===== config.mk =====
export PLATFORM = sky130hd
export DESIGN_NAME = expiring_batch_ring_manager_unit
export DESIGN_NICKNAME = d
export VERILOG_FILES = /design/src/hw/rtl/ebrm_pkg.sv /design/src/hw/rtl/ebrm_time_ram.sv /design/src/hw/rtl/ebrm_mul.sv /design/src/hw/rtl/expiring_batch_ring_manager_unit.sv
export SDC_FILE = /design/constraint.sdc
export NUM_CORES = 2
export LEC_CHECK = 0
export ABC_AREA = 1
export BUFFER_PORTS_ARGS = -buffer_cell sky130_fd_sc_hd__buf_2
export CORE_MARGIN = 10
export CORE_UTILIZATION = 50
export DETAILED_ROUTE_END_ITERATION = 8
export HOLD_SLACK_MARGIN = 0.02
export PLACE_DENSITY_LB_ADDON = 0.08
export SLEW_MARGIN = 20
export SYNTH_ARGS = -nofsm -noshare
export SYNTH_HDL_FRONTEND = slang
export SYNTH_SLANG_ARGS = --single-unit

===== constraint.sdc =====
create_clock -name clk -period 19.4 [get_ports clk]
set_clock_uncertainty 0.05 [all_clocks]
set_input_delay 1.94 -clock clk [delete_from_list [all_inputs] [get_ports clk]]
set_output_delay 1.94 -clock clk [all_outputs]
set_load 0.03 [all_outputs]

===== src/hw/rtl/ebrm_pkg.sv =====
// Package for the expiring batch ring manager: types, codes and constants.
package ebrm_pkg;

	localparam int MAX_CHUNKS = 32;
	localparam int CHUNK_CNT_W = $clog2(MAX_CHUNKS + 1);

	localparam logic [31:0] LIFETIME_RST   = 32'd1000;
	localparam logic [15:0] BATCH_VERT_RST = 16'd1;
	localparam logic [7:0]  VERT_BYTES_RST = 8'd1;

	typedef logic [1:0] cfg_idx_t;
	localparam cfg_idx_t CFG_LIFETIME     = 2'd0;
	localparam cfg_idx_t CFG_BATCH_VERTS  = 2'd1;
	localparam cfg_idx_t CFG_VERTEX_BYTES = 2'd2;

	typedef enum logic [1:0] {
		OP_ALLOC  = 2'd0,
		OP_COMMIT = 2'd1,
		OP_TICK   = 2'd2,
		OP_RSVD   = 2'd3
	} opcode_t;

	typedef enum logic [1:0] {
		KIND_ALLOC  = 2'd0,
		KIND_COMMIT = 2'd1,
		KIND_CHUNK  = 2'd2,
		KIND_EMPTY  = 2'd3
	} kind_t;

	typedef struct packed {
		opcode_t     opcode;
		logic [5:0]  slot_index;
		logic [31:0] time_value;
	} cmd_t;

	typedef struct packed {
		kind_t       kind;
		logic        granted;
		logic [5:0]  granted_slot;
		logic [31:0] chunk_start_bytes;
		logic [21:0] chunk_vertices;
		logic        last;
	} result_t;

	typedef enum logic [3:0] {
		ST_IDLE,
		ST_EXP_RD,
		ST_EXP_CMP,
		ST_RUN,
		ST_MUL_SB,
		ST_MUL_NV,
		ST_MUL_SCALE,
		ST_EMIT,
		ST_FLUSH
	} state_t;

endpackage


===== src/hw/rtl/ebrm_time_ram.sv =====
// Start-time memory: one write port, one read port with registered data.
module ebrm_time_ram #(
	parameter int DEPTH = 64,
	parameter int AW    = 6
) (
	input  logic          clk,
	input  logic          we,
	input  logic [AW-1:0] waddr,
	input  logic [31:0]   wdata,
	input  logic          re,
	input  logic [AW-1:0] raddr,
	output logic [31:0]   rdata
);
	logic [31:0] mem [DEPTH];

	always_ff @(posedge clk) begin
		if (we) begin
			mem[waddr] <= wdata;
		end
	end

	always_ff @(posedge clk) begin
		if (re) begin
			rdata <= mem[raddr];
		end
	end

endmodule


===== src/hw/rtl/ebrm_mul.sv =====
// Shared multiplier with a registered product.
module ebrm_mul #(
	parameter int AW = 23
) (
	input  logic             clk,
	input  logic [AW-1:0]    a,
	input  logic [15:0]      b,
	output logic [AW+15:0]   prod_q
);
	always_ff @(posedge clk) begin
		prod_q <= (AW + 16)'(a) * (AW + 16)'(b);
	end

endmodule


===== src/hw/rtl/expiring_batch_ring_manager_unit.sv =====
// Top level of the expiring batch ring manager: sequencer, slot state and config.
//
// Ring of NUM_SLOTS buffer batches, each with an active bit and a start time.
// A transaction is taken when start is high and busy is low. Allocate and
// commit reply on result the next cycle and busy stays low. A tick runs a
// sequencer while busy is high. Expiry reads each visited slot's start time
// from the start-time memory, then does the 33-bit compare; at most
// min(pending, NUM_SLOTS) slots are visited. If anything is still outstanding,
// the run scan walks the slots in order, and each chunk works out its start,
// vertex count and byte scaling on the single shared multiplier and is then
// emitted; a flush step ends the tick. Results come as one-cycle strobes
// on result_valid and cannot be held off; last marks the final result of a
// transaction. Reserved opcodes are taken and give nothing. Configuration
// writes are always accepted (cfg_ready is tied high) and are meant to happen
// while the block is idle. Slot state resets at once; there is no clearing
// pass.
module expiring_batch_ring_manager_unit #(
	parameter int NUM_SLOTS = 64
) (
	input  logic               clk,
	input  logic               arst_n,
	input  logic               start,
	output logic               busy,
	input  ebrm_pkg::cmd_t     cmd,
	output logic               result_valid,
	output ebrm_pkg::result_t  result,
	input  logic               cfg_valid,
	output logic               cfg_ready,
	input  ebrm_pkg::cfg_idx_t cfg_index,
	input  logic [31:0]        cfg_data
);
	import ebrm_pkg::*;

	localparam int SW = (NUM_SLOTS > 1) ? $clog2(NUM_SLOTS) : 1;
	localparam int CW = $clog2(NUM_SLOTS + 1);
	localparam int AW = CW + 16;
	localparam int PW = AW + 16;

	// config registers
	logic [31:0] lifetime_q;
	logic [15:0] batch_verts_q;
	logic [7:0]  vertex_bytes_q;

	// ring state
	logic [NUM_SLOTS-1:0] active_q;
	logic [15:0]          head_q, tail_q;
	logic [SW-1:0]        head_slot_q, tail_slot_q;

	// tick sequencer state
	state_t                 state_q, state_d;
	logic [31:0]            now_q;
	logic [CW-1:0]          visits_q, vis_q;
	logic [15:0]            exp_cnt_q;
	logic [SW-1:0]          exp_slot_q;
	logic [CW-1:0]          scan_q, run_start_q, len_q;
	logic                   in_run_q;
	logic [CHUNK_CNT_W-1:0] n_q;
	logic [AW-1:0]          sb_q;
	logic [21:0]            nv_q;
	result_t                pend_q;
	logic                   pend_valid_q;
	result_t                result_q;
	logic                   result_valid_q;

	logic          accept;
	logic [15:0]   pending;
	logic          exp_act, scan_done, scan_act, expired;
	logic          commit_ok;
	logic          ram_re;
	logic [31:0]   ram_rdata;
	logic [AW-1:0] mul_a;
	logic [15:0]   mul_b;
	logic [PW-1:0] prod_q;
	logic [31:0]   sb_sat;
	logic [21:0]   nv_sat;

	// next slot of a 16-bit counter; the counter wraps to slot zero too
	function automatic logic [SW-1:0] slot_inc(input logic [15:0] cnt,
			input logic [SW-1:0] slot);
		logic [SW-1:0] r;
		if (cnt == 16'hFFFF || slot == SW'(NUM_SLOTS - 1)) begin
			r = '0;
		end else begin
			r = slot + SW'(1);
		end
		return r;
	endfunction

	// builds one whole result word
	function automatic result_t make_result(input kind_t k, input logic g,
			input logic [5:0] gslot, input logic [31:0] sb, input logic [21:0] nv,
			input logic lst);
		result_t r;
		r.kind              = k;
		r.granted           = g;
		r.granted_slot      = gslot;
		r.chunk_start_bytes = sb;
		r.chunk_vertices    = nv;
		r.last              = lst;
		return r;
	endfunction

	assign accept    = start && !busy;
	assign busy      = (state_q != ST_IDLE);
	assign cfg_ready = 1'b1;
	assign pending   = tail_q - head_q;
	assign exp_act   = active_q[exp_slot_q];
	assign scan_done = (scan_q == CW'(NUM_SLOTS));
	assign scan_act  = !scan_done && active_q[scan_q[SW-1:0]];
	assign expired   = ({1'b0, ram_rdata} + {1'b0, lifetime_q}) < {1'b0, now_q};
	assign commit_ok = (32'(cmd.slot_index) < NUM_SLOTS);
	assign sb_sat    = (|prod_q[PW-1:32]) ? 32'hFFFF_FFFF : prod_q[31:0];
	assign nv_sat    = (|prod_q[PW-1:22]) ? 22'h3F_FFFF : prod_q[21:0];

	assign result_valid = result_valid_q;
	assign result       = result_q;

	ebrm_time_ram #(
		.DEPTH(NUM_SLOTS),
		.AW   (SW)
	) u_time_ram (
		.clk  (clk),
		.we   (accept && cmd.opcode == OP_COMMIT && commit_ok),
		.waddr(SW'(cmd.slot_index)),
		.wdata(cmd.time_value),
		.re   (ram_re),
		.raddr(exp_slot_q),
		.rdata(ram_rdata)
	);

	ebrm_mul #(
		.AW(AW)
	) u_mul (
		.clk   (clk),
		.a     (mul_a),
		.b     (mul_b),
		.prod_q(prod_q)
	);

	// sequencer: next state, memory read and multiplier operands
	always_comb begin
		state_d = state_q;
		ram_re  = 1'b0;
		mul_a   = '0;
		mul_b   = '0;
		unique case (state_q)
			ST_IDLE: begin
				if (accept && cmd.opcode == OP_TICK) begin
					state_d = ST_EXP_RD;
				end
			end
			ST_EXP_RD: begin
				if (vis_q == visits_q || !exp_act) begin
					state_d = (head_q != tail_q) ? ST_RUN : ST_FLUSH;
				end else begin
					ram_re  = 1'b1;
					state_d = ST_EXP_CMP;
				end
			end
			ST_EXP_CMP: begin
				state_d = ST_EXP_RD;
			end
			ST_RUN: begin
				if (scan_done) begin
					state_d = in_run_q ? ST_MUL_SB : ST_FLUSH;
				end else if (!scan_act && in_run_q) begin
					state_d = ST_MUL_SB;
				end
			end
			ST_MUL_SB: begin
				mul_a   = AW'(run_start_q);
				mul_b   = batch_verts_q;
				state_d = ST_MUL_NV;
			end
			ST_MUL_NV: begin
				mul_a   = AW'(len_q);
				mul_b   = batch_verts_q;
				state_d = ST_MUL_SCALE;
			end
			ST_MUL_SCALE: begin
				mul_a   = sb_q;
				mul_b   = {8'd0, vertex_bytes_q};
				state_d = ST_EMIT;
			end
			ST_EMIT: begin
				state_d = (n_q == CHUNK_CNT_W'(MAX_CHUNKS - 1)) ? ST_FLUSH : ST_RUN;
			end
			ST_FLUSH: begin
				state_d = ST_IDLE;
			end
			default: begin
				state_d = ST_IDLE;
			end
		endcase
	end

	always_ff @(posedge clk or negedge arst_n) begin
		if (!arst_n) begin
			state_q <= ST_IDLE;
		end else begin
			state_q <= state_d;
		end
	end

	// configuration writes
	always_ff @(posedge clk or negedge arst_n) begin
		if (!arst_n) begin
			lifetime_q     <= LIFETIME_RST;
			batch_verts_q  <= BATCH_VERT_RST;
			vertex_bytes_q <= VERT_BYTES_RST;
		end else if (cfg_valid && cfg_ready) begin
			unique case (cfg_index)
				CFG_LIFETIME:     lifetime_q     <= cfg_data;
				CFG_BATCH_VERTS:  batch_verts_q  <= cfg_data[15:0];
				CFG_VERTEX_BYTES: vertex_bytes_q <= cfg_data[7:0];
				default: ;
			endcase
		end
	end

	// slot state, sequencer datapath and result register
	always_ff @(posedge clk or negedge arst_n) begin
		if (!arst_n) begin
			active_q       <= '0;
			head_q         <= '0;
			tail_q         <= '0;
			head_slot_q    <= '0;
			tail_slot_q    <= '0;
			now_q          <= '0;
			visits_q       <= '0;
			vis_q          <= '0;
			exp_cnt_q      <= '0;
			exp_slot_q     <= '0;
			scan_q         <= '0;
			run_start_q    <= '0;
			len_q          <= '0;
			in_run_q       <= 1'b0;
			n_q            <= '0;
			sb_q           <= '0;
			nv_q           <= '0;
			pend_q         <= '0;
			pend_valid_q   <= 1'b0;
			result_q       <= '0;
			result_valid_q <= 1'b0;
		end else begin
			result_valid_q <= 1'b0;
			unique case (state_q)
				ST_IDLE: begin
					if (accept) begin
						unique case (cmd.opcode)
							OP_ALLOC: begin
								result_valid_q <= 1'b1;
								if (!active_q[tail_slot_q]) begin
									result_q    <= make_result(KIND_ALLOC, 1'b1,
										6'(tail_slot_q), '0, '0, 1'b1);
									tail_q      <= tail_q + 16'd1;
									tail_slot_q <= slot_inc(tail_q, tail_slot_q);
								end else begin
									result_q <= make_result(KIND_ALLOC, 1'b0, '0, '0,
										'0, 1'b1);
								end
							end
							OP_COMMIT: begin
								result_valid_q <= 1'b1;
								result_q       <= make_result(KIND_COMMIT, 1'b0, '0, '0,
									'0, 1'b1);
								if (commit_ok) begin
									active_q[SW'(cmd.slot_index)] <= 1'b1;
								end
							end
							OP_TICK: begin
								now_q        <= cmd.time_value;
								visits_q     <= (pending < 16'(NUM_SLOTS)) ?
									CW'(pending) : CW'(NUM_SLOTS);
								vis_q        <= '0;
								exp_cnt_q    <= head_q;
								exp_slot_q   <= head_slot_q;
								scan_q       <= '0;
								in_run_q     <= 1'b0;
								n_q          <= '0;
								pend_valid_q <= 1'b0;
							end
							default: ;
						endcase
					end
				end
				ST_EXP_CMP: begin
					if (expired) begin
						active_q[exp_slot_q] <= 1'b0;
						head_q      <= head_q + 16'd1;
						head_slot_q <= slot_inc(head_q, head_slot_q);
					end
					vis_q      <= vis_q + CW'(1);
					exp_cnt_q  <= exp_cnt_q + 16'd1;
					exp_slot_q <= slot_inc(exp_cnt_q, exp_slot_q);
				end
				ST_RUN: begin
					if (scan_done) begin
						if (in_run_q) begin
							len_q    <= scan_q - run_start_q;
							in_run_q <= 1'b0;
						end
					end else begin
						scan_q <= scan_q + CW'(1);
						if (scan_act && !in_run_q) begin
							in_run_q    <= 1'b1;
							run_start_q <= scan_q;
						end else if (!scan_act && in_run_q) begin
							len_q    <= scan_q - run_start_q;
							in_run_q <= 1'b0;
						end
					end
				end
				ST_MUL_NV: begin
					sb_q <= prod_q[AW-1:0];
				end
				ST_MUL_SCALE: begin
					nv_q <= nv_sat;
				end
				ST_EMIT: begin
					// previous chunk goes out now that another one follows it
					if (pend_valid_q) begin
						result_valid_q <= 1'b1;
						result_q       <= pend_q;
					end
					pend_q       <= make_result(KIND_CHUNK, 1'b0, '0, sb_sat, nv_q, 1'b0);
					pend_valid_q <= 1'b1;
					n_q          <= n_q + CHUNK_CNT_W'(1);
				end
				ST_FLUSH: begin
					result_valid_q <= 1'b1;
					if (pend_valid_q) begin
						result_q <= make_result(KIND_CHUNK, 1'b0, '0,
							pend_q.chunk_start_bytes, pend_q.chunk_vertices, 1'b1);
					end else begin
						result_q <= make_result(KIND_EMPTY, 1'b0, '0, '0, '0, 1'b1);
					end
					pend_valid_q <= 1'b0;
				end
				default: ;
			endcase
		end
	end

	// a tick always holds the block busy for its sequence
	a_tick_busy: assert property (@(posedge clk) disable iff (!arst_n)
		(start && !busy && cmd.opcode == OP_TICK) |=> busy)
		else $error("tick accepted without entering the sequence");

	// an empty chunk list is always the final result of its tick
	a_empty_last: assert property (@(posedge clk) disable iff (!arst_n)
		(result_valid && result.kind == KIND_EMPTY) |-> result.last)
		else $error("empty chunk list not marked last");

	// a result that is not last is a chunk with more of the tick still to run
	a_not_last_busy: assert property (@(posedge clk) disable iff (!arst_n)
		(result_valid && !result.last) |-> (busy && result.kind == KIND_CHUNK))
		else $error("non-final result outside a chunk stream");

endmodule

# == Word level (Yosys, flattened, before mapping) ==
# Memory sizes are Yosys's and may differ from the RTL's. A register that Yosys moved wholly into a read port is not among the register bits.
# Index checks and enable logic that the tools add are counted.
# word_totals
ff_bits,469
latch_bits,0
mem_bits_rw,2048
mem_bits_ro,0
in_bits,78
output_inout_bits,67
elab_cells,209
memories,1
# classes
addsub,12
n_mul,1
div_mod_pow,0
order_cmp,8
eq_ne,34
shift,0
mux,69
bitwise_logic,5
reduce_logical,46
# mem_list
name,depth,width,rd,rd_clocked_by_memory_dff,write_ports,line_no,source
u_time_ram.mem,64,32,1,1,1,ebrm_time_ram.sv:14,logic [31:0] mem [DEPTH];
# op_table
op,n
64-bit 2-to-1 mux,5
64-bit one-hot mux with 2 select lines,2
64-bit one-hot mux with 3 select lines,1
23-bit one-hot mux with 3 select lines,1
64-bit bitwise AND,1
64-bit inverter,1
64-bit bitwise OR,1
16-bit one-hot mux with 2 select lines,2
63-bit 2-to-1 mux,1
62-bit 2-to-1 mux,1
7-bit 2-to-1 mux,8
16-bit by 1-bit adder with 16-bit output (second input constant),3
16-bit == test (second input constant),3
6-bit 2-to-1 mux,7
23-bit by 16-bit multiplier with 39-bit output,1
32-bit by 32-bit adder with 33-bit output,1
33-bit by 32-bit < comparator with 1-bit output,1
16-bit 2-to-1 mux,2
32-bit 2-to-1 mux,1
4-bit one-hot mux with 8 select lines,1
6-bit by 7-bit < comparator with 1-bit output (second input constant),4
4-bit 2-to-1 mux,7
7-bit one-hot mux with 2 select lines,2
6-bit by 1-bit adder with 6-bit output (second input constant),4
other kinds (42),114

# == Longest topological paths before layout ==
# logic_depth
word_depth,9
depth_mapped,31
mapped_depth_nobuf,30

# == Cells and area by module ==
# A second synthesis with hierarchy kept.
# hier_totals
hier_cells,11984
area_unflattened_um2,122040.8
# by_module_without_submodules
mod,n_inst,cells_each,area_per_inst_um2,seq_area_each_um2
ebrm_time_ram,1,6785,83106.0,62459.9
expiring_batch_ring_manager_unit,1,3357,25289.3,10770.3
ebrm_mul,1,1842,13645.6,780.7

# == Least setup slack after synthesis ==
# No wires, ideal clock.
# synth_timing
kind,reg-to-reg
from,register state_q[1]
to,register u_mul.prod_q[26]
arrival_time_ps,6184
setup_slack_ps,13095
stages_incl_launch_ff,27
path_buffers,2
period_less_slack_ps,6305
path_cell_list,dfrtp_1 -> inv_2 -> nor2_2 -> nand2_1 -> clkbuf_1 -> o21ai_1 -> clkbuf_1 -> nand2_1 -> fa_1 -> inv_1 -> fa_1 -> inv_1 -> fa_1 -> inv_1 -> fa_1 -> fa_1 -> inv_1 -> fa_1 -> inv_1 -> ha_1 -> nand2_1 -> nor2_1 -> inv_1 -> nor4_1 -> a211oi_1 -> o21ai_0 -> xor2_1
# synth_via
elab_chain_len,4
# synth_lines
item,line_no,source
"start, declared",expiring_batch_ring_manager_unit.sv:50,"state_t state_q, state_d;"
"start signal, assigned",expiring_batch_ring_manager_unit.sv:201,state_q <= state_d;
4-bit by 3-bit == test with 1-bit output,expiring_batch_ring_manager_unit.sv:146,unique case (state_q)
2-bit OR reduction (no source line),--,
16-bit one-hot mux with 2 select lines,expiring_batch_ring_manager_unit.sv:146,
23-bit by 16-bit multiplier with 39-bit output (*),ebrm_mul.sv:11,prod_q <= (AW + 16)'(a) * (AW + 16)'(b);
"end signal, assigned",ebrm_mul.sv:11,
"end, declared",ebrm_mul.sv:8,output logic [AW+15:0] prod_q
# Every way passes the cells marked *; elsewhere a longest branch is shown, timed or not.
# A chain may end at the register's enable or synchronous reset.

# == Worst setup path in the final report ==
# Same ends and word-level chain as after synthesis.

==> impl_metrics.env <==
export IMPL_status="complete, no violations"
export IMPL_root_buffer="clkbuf_16"
export IMPL_max_slew_margin_rel=0.213
export IMPL_ys_seq_area_frac=0.656
export IMPL_ant_nets=0
export IMPL_core_um2=225000
export IMPL_cts_buffer_depth=4
export IMPL_synth_edf_count=2080
export IMPL_yosysMostFrequentCell="nand2_1"
export IMPL_dp_hpwl_um=211000
export IMPL_multiInputGateArea_um2=34400
export IMPL_leakage_nw=48.2
export IMPL_synthArstFlopShare=0.169
export IMPL_placed_cell_area_um2=118000
export IMPL_drive_above_1_share=0.0901
export IMPL_tightestPinTransition_ps=1180
export IMPL_synth_seq_cells=2549
export IMPL_synth_area_leaders="edfxtp_1 55%, dfrtp_1 9.4%, nand2_1 7.0%"
export IMPL_hp_class="reg2reg"
export IMPL_place_congestion=0.879
export IMPL_finalMaxSlewViolations=0
export IMPL_yosys_top_cells_count="2098 x nand2_1, 2080 x edfxtp_1, 906 x inv_1"
export IMPL_critical_path_class="reg2reg"
export IMPL_grt_pass1_wl_um=513000
export IMPL_design_area_um2=127000
export IMPL_whs_ps=420
export IMPL_synthCells=9256
export IMPL_worstSetupStartpointType="flip-flop"
export IMPL_finalHoldViolations=0
export IMPL_cts_hold_buf=0
export IMPL_crit_required_ps=20170
export IMPL_synth_ff_type="edfxtp_1"
export IMPL_die_w_um=495
export IMPL_ys_types=65
export IMPL_firstDrtPassIters=6
export IMPL_io_pins=145
export IMPL_post_cts_setup_buffers=0
export IMPL_rsz0062_at_grt="no"
export IMPL_cts_tree="built"
export IMPL_synth_top_area_cell="edfxtp_1"
export IMPL_max_cap_viol_count=0
export IMPL_critPathArrivalTime_ps=8830
export IMPL_post_cts_resized=0
export IMPL_clk_pin_slew_ps=60
export IMPL_cts_sinks=2549
export IMPL_synth_top_area_share=0.553
export IMPL_setup_tns_ps=0
export IMPL_max_freq_mhz=124
export IMPL_ir_worst_vdd_mv=0.0988
export IMPL_cts_buffers=283
export IMPL_grt_max_degree=99
export IMPL_die_area_um2=245000
export IMPL_fin_nets=10200
export IMPL_drc_errors=0
export IMPL_cellPowerDensity_nw_per_um2=135
export IMPL_grt_ovfl_total=0
export IMPL_syn2layout_area_growth_pct=12.4
export IMPL_avgSynthCellArea_um2=12.2
export IMPL_antenna_found_initial=17
export IMPL_fin_util=0.565
export IMPL_setup_violations=0
export IMPL_period_share=0.416
export IMPL_numPortBuffers=143
export IMPL_worst_path_max_fanout=64
export IMPL_die_h_um=495
export IMPL_syn_cell_area_um2=113000
export IMPL_num_rows=174
export IMPL_num_fill_cells=18800
export IMPL_ff_latch_area_um2=74000
export IMPL_clk_latency_ps=970
export IMPL_grt_usage=0.283
export IMPL_drt_total_wl_um=353000
export IMPL_grt_pass1_vias=74500
export IMPL_worstSetupEndpointType="flip-flop"
export IMPL_yosysWarnings=0
export IMPL_viasPerCell=5.94
export IMPL_finalPower_mw=17.1
export IMPL_drt_iter0_drc=8666
export IMPL_min_period_ps=8060
export IMPL_vias=75900
export IMPL_htreeDepth=5
export IMPL_start_util=0.502
export IMPL_wl_per_cell_um=27.6
==> metal layers <==
layer | global-route usage | part of all wire | wire (um)
met1 | 0.392 | 0.41 | 144000
met3 | 0.0457 | 0.086 | 30400
met2 | 0.451 | 0.46 | 163000
met4 | 0.111 | 0.045 | 15700
met5 | 0 | 0.00021 | 73
==> sequential cells by signal, indices dropped and copies added (netlist names), 7 cells and up <==
name and flops:
lifetime_q 32, pend_q 55, scan_q 7, u_time_ram.mem 2048
head_q 16, u_time_ram.rdata 32, result 64, visits_q 7
run_start_q 7, exp_cnt_q 16, nv_q 22, batch_verts_q 16
u_mul.prod_q 39, now_q 32, tail_q 16, len_q 7
sb_q 23, vertex_bytes_q 8, active_q 64, vis_q 7
==> cell type report <==
type / instances / share of cell area
Sequential cell: 2549 / 0.583
Multi-Input combinational cell: 5470 / 0.271
Clock buffer: 363 / 0.0605
Tap cell: 2992 / 0.0295
Inverter: 924 / 0.0279
Timing Repair Buffer: 354 / 0.0189
Clock inverter: 116 / 0.00838
Antenna cell: 6 / 0.000118
==> report_power, final <==
part	leakage, nW	switching [mW]	internal [mW]
Sequential	24.4	0.288	6.31
Combinational	19.5	3.77	1.60
Clock	4.28	2.13	3.04
Total	48.2	6.18	11.0
==> placed cells by master, fill, tap and decap left out, types with 9 or more instances in the layout <==
cell type / n
dfxtp_1: 39
clkinv_2: 31
xnor2_1: 48
mux2_2: 16
nor2_1: 278
nand2_1: 2096
o21ai_1: 24
nor4_1: 20
dfrtp_1: 422
buf_2: 142
o21ai_0: 400
bufinv_16: 20
clkbuf_1: 60
a22oi_1: 304
inv_2: 13
nor3_1: 49
nand3_1: 253
a221oi_1: 230
a21oi_1: 212
ha_1: 205
buf_4: 204
fa_1: 295
o22ai_1: 10
conb_1: 129
o211ai_1: 24
nand4_1: 289
inv_1: 901
o21bai_1: 11
clkinv_1: 55
a31oi_1: 168
o2bb2ai_1: 41
clkbuf_8: 10
edfxtp_1: 2080
a21o_1: 16
xor2_1: 82
a22o_1: 83
or2_1: 9
nor3_2: 72
o221ai_1: 10
clkbuf_16: 292
==> per-stage QoR <==
step                instances  setup WS [ps]
floorplan                9383          13090
global placement        12300          11430
detailed placement      12300          11370
CTS                     12800          11310
global route            12800          10770
finish                  12800          11340
==> logic make-up (layout without fill, tap and decap cells) <==
kind of cell	after synthesis	in the layout	share of synthesized area
AND/OR/NAND/NOR	3115	3115	0.116
flip-flops	2549	2549	0.656
AO/OA/AOI/OAI	1580	1580	0.0934
buffers and inverters	1364	1757	0.0479
adder cells (fa/ha/maj)	500	500	0.0750
XOR/XNOR	130	130	0.0101
multiplexers	16	16	0.00160
other	2	135	0.0000665
==> worst paths after layout <==
path	from	endpoint	slack [ps]	cells past startpoint
max	state_q[1]	u_mul.prod_q[26]	11340	27
max reg2reg	state_q[1]	u_mul.prod_q[26]	11340	27
min	result[43]	result[43]	420	2
min reg2reg	result[43]	result[43]	420	2
max in group asynchronous	arst_n	pend_q[54]	16020	3
min in group asynchronous	arst_n	tail_q[5]	1000	1
==> worst max-delay path: stages (launching register included) <==
cell and delay (ps):
dfrtp_1 660, inv_2 200, nor2_2 200, nand2_1 70, buf_4 210, inv_2 770, nand2_1 270, inv_1 230
nand2_1 100, fa_1 570, inv_1 70, fa_1 540, inv_1 50, fa_1 510, inv_1 60, fa_1 510
fa_1 490, inv_1 50, fa_1 470, inv_1 40, ha_1 340, nand2_1 150, nor2_1 190, inv_1 70
nor4_1 410, a211oi_1 240, o21ai_0 250, xor2_1 160
(Power assumes the default switching activity.)
